File: src/rtl/core/e2q_pkg.sv
// ----------------------------------------------------------------------------
// e2q_pkg
// Shared constants, types and the arctangent table of the Euler-to-quaternion
// unit.
// ----------------------------------------------------------------------------
package e2q_pkg;

  // Default build parameters
  localparam int unsigned DEF_CORDIC_STEPS = 16;
  localparam int unsigned DEF_ANGLE_BITS   = 16;

  // Field widths
  localparam int unsigned ANG_W  = 16;
  localparam int unsigned Q15_W  = 16;

  // CORDIC datapath: x, y in Q2.30 with guard bits
  localparam int unsigned XY_W   = 34;
  // Cosine and sine in Q.20
  localparam int unsigned TRIG_W = 24;
  localparam int unsigned TRIG_SHIFT = 10;
  // Products
  localparam int unsigned PAIR_W = 2 * TRIG_W;
  localparam int unsigned HALF_W = PAIR_W / 2;
  localparam int unsigned PROD_W = 64;
  localparam int unsigned Q15_SHIFT = 45;

  localparam logic signed [XY_W-1:0]  GAIN_Q30 = 34'sd652032874;
  localparam logic signed [Q15_W-1:0] Q15_MAX  = 16'sh7FFF;
  localparam logic signed [Q15_W-1:0] Q15_MIN  = 16'sh8000;

  // Arctangent of 2^-i, one turn = 2^32
  localparam int unsigned ATAN_LEN = 24;
  localparam logic [31:0] ATAN_TURN32 [ATAN_LEN] = '{
    32'h20000000, 32'h12E4051E, 32'h09FB385B, 32'h051111D4,
    32'h028B0D43, 32'h0145D7E1, 32'h00A2F61E, 32'h00517C55,
    32'h0028BE53, 32'h00145F2F, 32'h000A2F98, 32'h000517CC,
    32'h00028BE6, 32'h000145F3, 32'h0000A2FA, 32'h0000517D,
    32'h000028BE, 32'h0000145F, 32'h00000A30, 32'h00000518,
    32'h0000028C, 32'h00000146, 32'h000000A3, 32'h00000051
  };

  // Arctangent step rounded half up to an accumulator of 2^(ab+1) per turn
  function automatic logic [32:0] atan_step(input int unsigned idx, input int unsigned ab);
    int unsigned ts;
    logic [32:0] v;
    ts = 31 - ab;
    v  = {1'b0, ATAN_TURN32[idx]} + (33'd1 << (ts - 1));
    return v >> ts;
  endfunction

  typedef struct packed {
    logic signed [TRIG_W-1:0] c;
    logic signed [TRIG_W-1:0] s;
  } trig_t;

  typedef struct packed {
    logic signed [Q15_W-1:0] z;
    logic signed [Q15_W-1:0] y;
    logic signed [Q15_W-1:0] x;
    logic signed [Q15_W-1:0] w;
  } quat_t;

endpackage

File: src/rtl/core/e2q_cordic_lane.sv
// ----------------------------------------------------------------------------
// e2q_cordic_lane
// Pipelined rotation-mode CORDIC: cosine and sine of half a binary angle,
// one iteration per stage, results rounded to Q.20.
// ----------------------------------------------------------------------------
module e2q_cordic_lane #(
  parameter int unsigned CORDIC_STEPS = 16,
  parameter int unsigned ANGLE_BITS   = 16
) (
  input  logic                               clk_i,
  input  logic                               en_i,
  input  logic signed [e2q_pkg::ANG_W-1:0]   angle_i,
  output e2q_pkg::trig_t                     trig_o
);
  import e2q_pkg::*;

  localparam int unsigned ZW = ANGLE_BITS + 2;

  logic signed [XY_W-1:0] x_q [CORDIC_STEPS];
  logic signed [XY_W-1:0] y_q [CORDIC_STEPS];
  logic signed [ZW-1:0]   z_q [CORDIC_STEPS];
  logic signed [ZW-1:0]   z_init;
  logic signed [XY_W-1:0] cos_full, sin_full;
  trig_t                  trig_q;

  // Scale the input angle to the half-angle accumulator
  if (ANGLE_BITS >= ANG_W) begin : g_up
    assign z_init = ZW'(angle_i) <<< (ANGLE_BITS - ANG_W);
  end else begin : g_down
    assign z_init = ZW'(angle_i >>> (ANG_W - ANGLE_BITS));
  end

  // One micro-rotation per stage
  for (genvar i = 0; i < CORDIC_STEPS; i++) begin : g_iter
    localparam logic signed [ZW-1:0] STEP = ZW'(atan_step(i, ANGLE_BITS));
    logic signed [XY_W-1:0] x_in, y_in;
    logic signed [ZW-1:0]   z_in;

    if (i == 0) begin : g_first
      assign x_in = GAIN_Q30;
      assign y_in = '0;
      assign z_in = z_init;
    end else begin : g_next
      assign x_in = x_q[i-1];
      assign y_in = y_q[i-1];
      assign z_in = z_q[i-1];
    end

    always_ff @(posedge clk_i) begin
      if (en_i) begin
        if (!z_in[ZW-1]) begin
          x_q[i] <= x_in - (y_in >>> i);
          y_q[i] <= y_in + (x_in >>> i);
          z_q[i] <= z_in - STEP;
        end else begin
          x_q[i] <= x_in + (y_in >>> i);
          y_q[i] <= y_in - (x_in >>> i);
          z_q[i] <= z_in + STEP;
        end
      end
    end
  end

  // Round x, y half up to Q.20
  assign cos_full = (x_q[CORDIC_STEPS-1] + XY_W'(512)) >>> TRIG_SHIFT;
  assign sin_full = (y_q[CORDIC_STEPS-1] + XY_W'(512)) >>> TRIG_SHIFT;

  always_ff @(posedge clk_i) begin
    if (en_i) begin
      trig_q.c <= cos_full[TRIG_W-1:0];
      trig_q.s <= sin_full[TRIG_W-1:0];
    end
  end

  assign trig_o = trig_q;

endmodule

File: config.mk
export PLATFORM = sky130hd
export DESIGN_NAME = e2q_cordic_lane
export DESIGN_NICKNAME = d
export VERILOG_FILES = /design/src/rtl/core/e2q_pkg.sv /design/src/rtl/core/e2q_cordic_lane.sv
export SDC_FILE = /design/constraint.sdc
export NUM_CORES = 2
export LEC_CHECK = 0
export ABC_AREA = 0
export BUFFER_PORTS_ARGS = -buffer_cell sky130_fd_sc_hd__buf_2
export CAP_MARGIN = 20
export CORE_MARGIN = 3
export CORE_UTILIZATION = 40
export CTS_CLUSTER_DIAMETER = 30
export DETAILED_ROUTE_END_ITERATION = 8
export PLACE_DENSITY = 0.62
export SLEW_MARGIN = 20
export SYNTH_ARGS = -nofsm -noshare
export SYNTH_HDL_FRONTEND = slang
export SYNTH_SLANG_ARGS = --single-unit
File: constraint.sdc
create_clock -name clk_i -period 6.8 [get_ports clk_i]
set_input_delay 0.34 -clock clk_i [delete_from_list [all_inputs] [get_ports clk_i]]
set_output_delay 0.34 -clock clk_i [all_outputs]
set_load 0.03 [all_outputs]
==> impl_metrics.py <==
metrics = {
    "outcome": {
        "outcome": "complete, no violations",
    },
    "placed_design": {
        "portBuffers": 65,
        "dp_hpwl_um": 222000,
        "gp_congestion": 0.947,
    },
    "timing": {
        "rsz0062_at_grt": "false",
        "slew_viol_final": 0,
        "slew_headroom": 0.346,
        "layout_min_cycle_time_ps": 5580,
        "max_freq_ghz": 0.179,
        "worst_pin_slew_ps": 981,
        "hold_viol_final": 0,
        "setup_viol": 0,
        "skew_ps": 59.8,
        "min_period_over_period": 0.821,
        "setup_tns_ps": 0,
    },
    "yosys": {
        "synthTopCellsByArea": "edfxtp_1 36%, ha_1 14%, xnor2_1 9.5%",
        "yosysTopAreaCell": "edfxtp_1",
        "synth_edf_count": 1277,
        "synth_adder_area_share": 0.146,
        "synth_xor_area_frac": 0.140,
        "synth_top_family_by_area": "compound AO/OA/AOI/OAI gates",
        "synth-async-reset-ratio": 0,
        "ys.flop_type": "edfxtp_1",
        "ys_ff_latch": 1277,
        "synthMuxAreaShare": 0.00913,
        "synthesis.area_um2": 106000,
        "synth_simple_gate_area_frac": 0.127,
        "syn_area_per_cell_um2": 9.68,
        "syn_nets": 12133,
        "syn_inst": 10906,
        "synth_warnings": 0,
        "synth_cell_type_count": 96,
        "synth_compound_area_frac": 0.190,
        "synth.top_cell.area_share": 0.363,
        "synth_seq_area_share": 0.363,
    },
    "setup_path": {
        "end_kind": "register",
        "arrival_ps": 6150,
        "reg2reg_depth": 16,
        "path_class": "register to register",
        "r2r_end": "x_q[0][169]",
        "required_ps": 7360,
        "critPathMaxFanout": 5,
        "r2r-start": "y_q[0][111]",
        "cp-start-kind": "register",
        "worst-r2r-setup-slack_ps": 1220,
    },
    "floorplanning": {
        "die_h_um": 520,
        "die_w_um": 520,
        "rows": 188,
        "die_area_um2": 270000,
        "ioPinCount": 66,
        "start_util": 0.402,
        "core_um2": 263000,
    },
    "finish": {
        "final_nets": 12433,
        "drive_gt1_frac": 0.0663,
        "syn2layout_area_growth_pct": 14.5,
        "fill_cells": 24353,
    },
    "route": {
        "viasPerCell": 5.59,
        "wl_um": 283000,
        "drt_iter0_markers": 6412,
        "remaining_drc_errors": 0,
        "routedWlPerCell_um": 18.9,
        "first_pass_iters": 6,
        "vias": 83744,
        "postRouteAntennaNets": 0,
    },
    "flow_run": {
        "drv_cap": 0,
    },
    "clock_tree": {
        "numCtsBuffers": 315,
        "clock_sinks": 1277,
        "cts_tree": "yes",
        "cts_setup_buffers": 0,
        "clkLatencyLatePin_ps": 860,
        "cts-root-buf": "clkbuf_16",
        "clkSlewWorstSetupHoldPaths_ps": 50,
        "ctsResizeCount": 0,
        "ctsHtreeMaxLevel": 5,
        "cts_buffer_depth": 4,
        "cts_hold_buf": 17,
    },
    "hold_path": {
        "hold_depth": 2,
        "holdPathEnd": "z_q[0][4]",
        "worstHoldPathType": "primary input to register",
        "min_from": "angle_i[4]",
    },
    "global_routing": {
        "grtUsageTotal": 0.203,
        "antenna_found_initial": 3,
        "grt_pass1_vias": 81641,
        "grt_pass1_wl_um": 447000,
        "gr-total-overflow": 0,
        "grt_max_degree": 202,
    },
}
-- logic make-up (layout without fill, tap and decap cells) --
kind of cell	after synthesis	in the layout
AOI/OAI and AO/OA	3184	3184
and+or+nand+nor	2786	2786
xor gates and xnor gates	1686	1686
DFF	1277	1277
adders and majority gates	1209	1209
buffers and inverters	671	1219
muxes	93	93
other	0	3
-- worst max-delay path by stage --
stage / startpoint / end / slack [ps] / cells after the start
final: y_q[0][111] / x_q[0][169] / 1220 / 16
after global routing: y_q[0][110] / x_q[0][169] / 870 / 16
after CTS: y_q[0][111] / x_q[0][169] / 1380 / 16
after detailed placement: en_i / y_q[1][169] / 1400 / 20
after global placement: x_q[1][79] / y_q[1][135] / 1360 / 21
after floorplan: z_q[1][107] / x_q[1][234] / 2000 / 18
-- cell usage in the layout, fill, tap and decap left out, drive strengths merged, types with 131 or more instances in the layout --
cell / instances
xnor2: 1147
ha: 1166
inv: 516
nand3: 206
nor3: 226
a21oi: 1103
edfxtp: 1277
a21o: 453
nor2: 846
nand2: 632
clkbuf: 354
o21a: 170
buf: 137
nand2b: 154
o21ai: 595
o21bai: 154
nor2b: 164
clkinv: 131
xor2: 539
-- flip-flops by register name (all words and copies together), names as in the netlist --
register	flops
x_q	475
z_q	252
y_q	502
trig_o	48
-- synth_stat cells (43+ instances only) --
library cell,instances
xor2_1,539
or3_1,96
o31ai_1,108
nor2_1,846
inv_1,494
mux2i_1,66
nand3_1,206
nand4_1,67
fa_1,43
ha_1,1166
a21boi_0,45
o41ai_1,47
and2_1,49
xnor2_1,1147
a31oi_1,99
nor3_1,225
o21ai_0,576
nor4_1,66
a21oi_1,1100
nand2b_1,154
a21o_1,453
or2_2,46
a211oi_1,88
o21a_1,170
clkbuf_1,148
nor2b_1,164
and3_1,95
edfxtp_1,1277
o21bai_1,154
nand2_1,632
o211ai_1,46
-- layout make-up --
cell class                 instances  area (µm²)  area share
multi-input combinational       8958       64700       0.535
sequential                      1277       38300       0.317
clock buffer                     354        8160      0.0675
tap                             3515        4400      0.0364
clock inverter                   211        2250      0.0186
inverter                         500        1880      0.0155
timing repair buffer             154        1150     0.00948
antenna                            3        7.51   0.0000621
-- metrics by stage --
stage	hold slack [ps]	utilization	cells	cell area (µm²)	worst slack, ps
after floorplan	400	-	10906	106000	2000
after global placement	403	0.420	14385	110000	1360
after detailed placement	406	0.420	14386	110000	1400
after CTS	155	0.460	14968	121000	1380
after global routing	187	0.461	14971	121000	868
final	229	0.461	14972	121000	1220
-- worst max-delay path: stages (launching register included) --
cell	delay (ps)
edfxtp_1	460
or3_1	440
or4_1	590
nor3b_1	400
nand3b_1	240
o21ai_0	270
xnor2_1	160
ha_1	310
a21o_1	180
a21oi_1	230
nor3b_1	320
a211oi_1	160
a2111oi_2	540
o21ai_1	230
a2111oi_0	530
nor2_1	110
xnor2_1	150
-- per-layer routing --
| layer | global-route usage | part of all wire | vias to the layer above |
|---|---|---|---|
| li1 | - | - | 40955 |
| met1 | 0.270 | 0.45 | 39978 |
| met2 | 0.337 | 0.46 | 2327 |
| met3 | 0.0306 | 0.058 | 484 |
| met4 | 0.0638 | 0.031 | 0 |
| met5 | 0 | 0 | - |
Power is left out: the tool's default activity adds up to more than one toggle a clock period on the data nets, which glitch-free logic cannot reach.
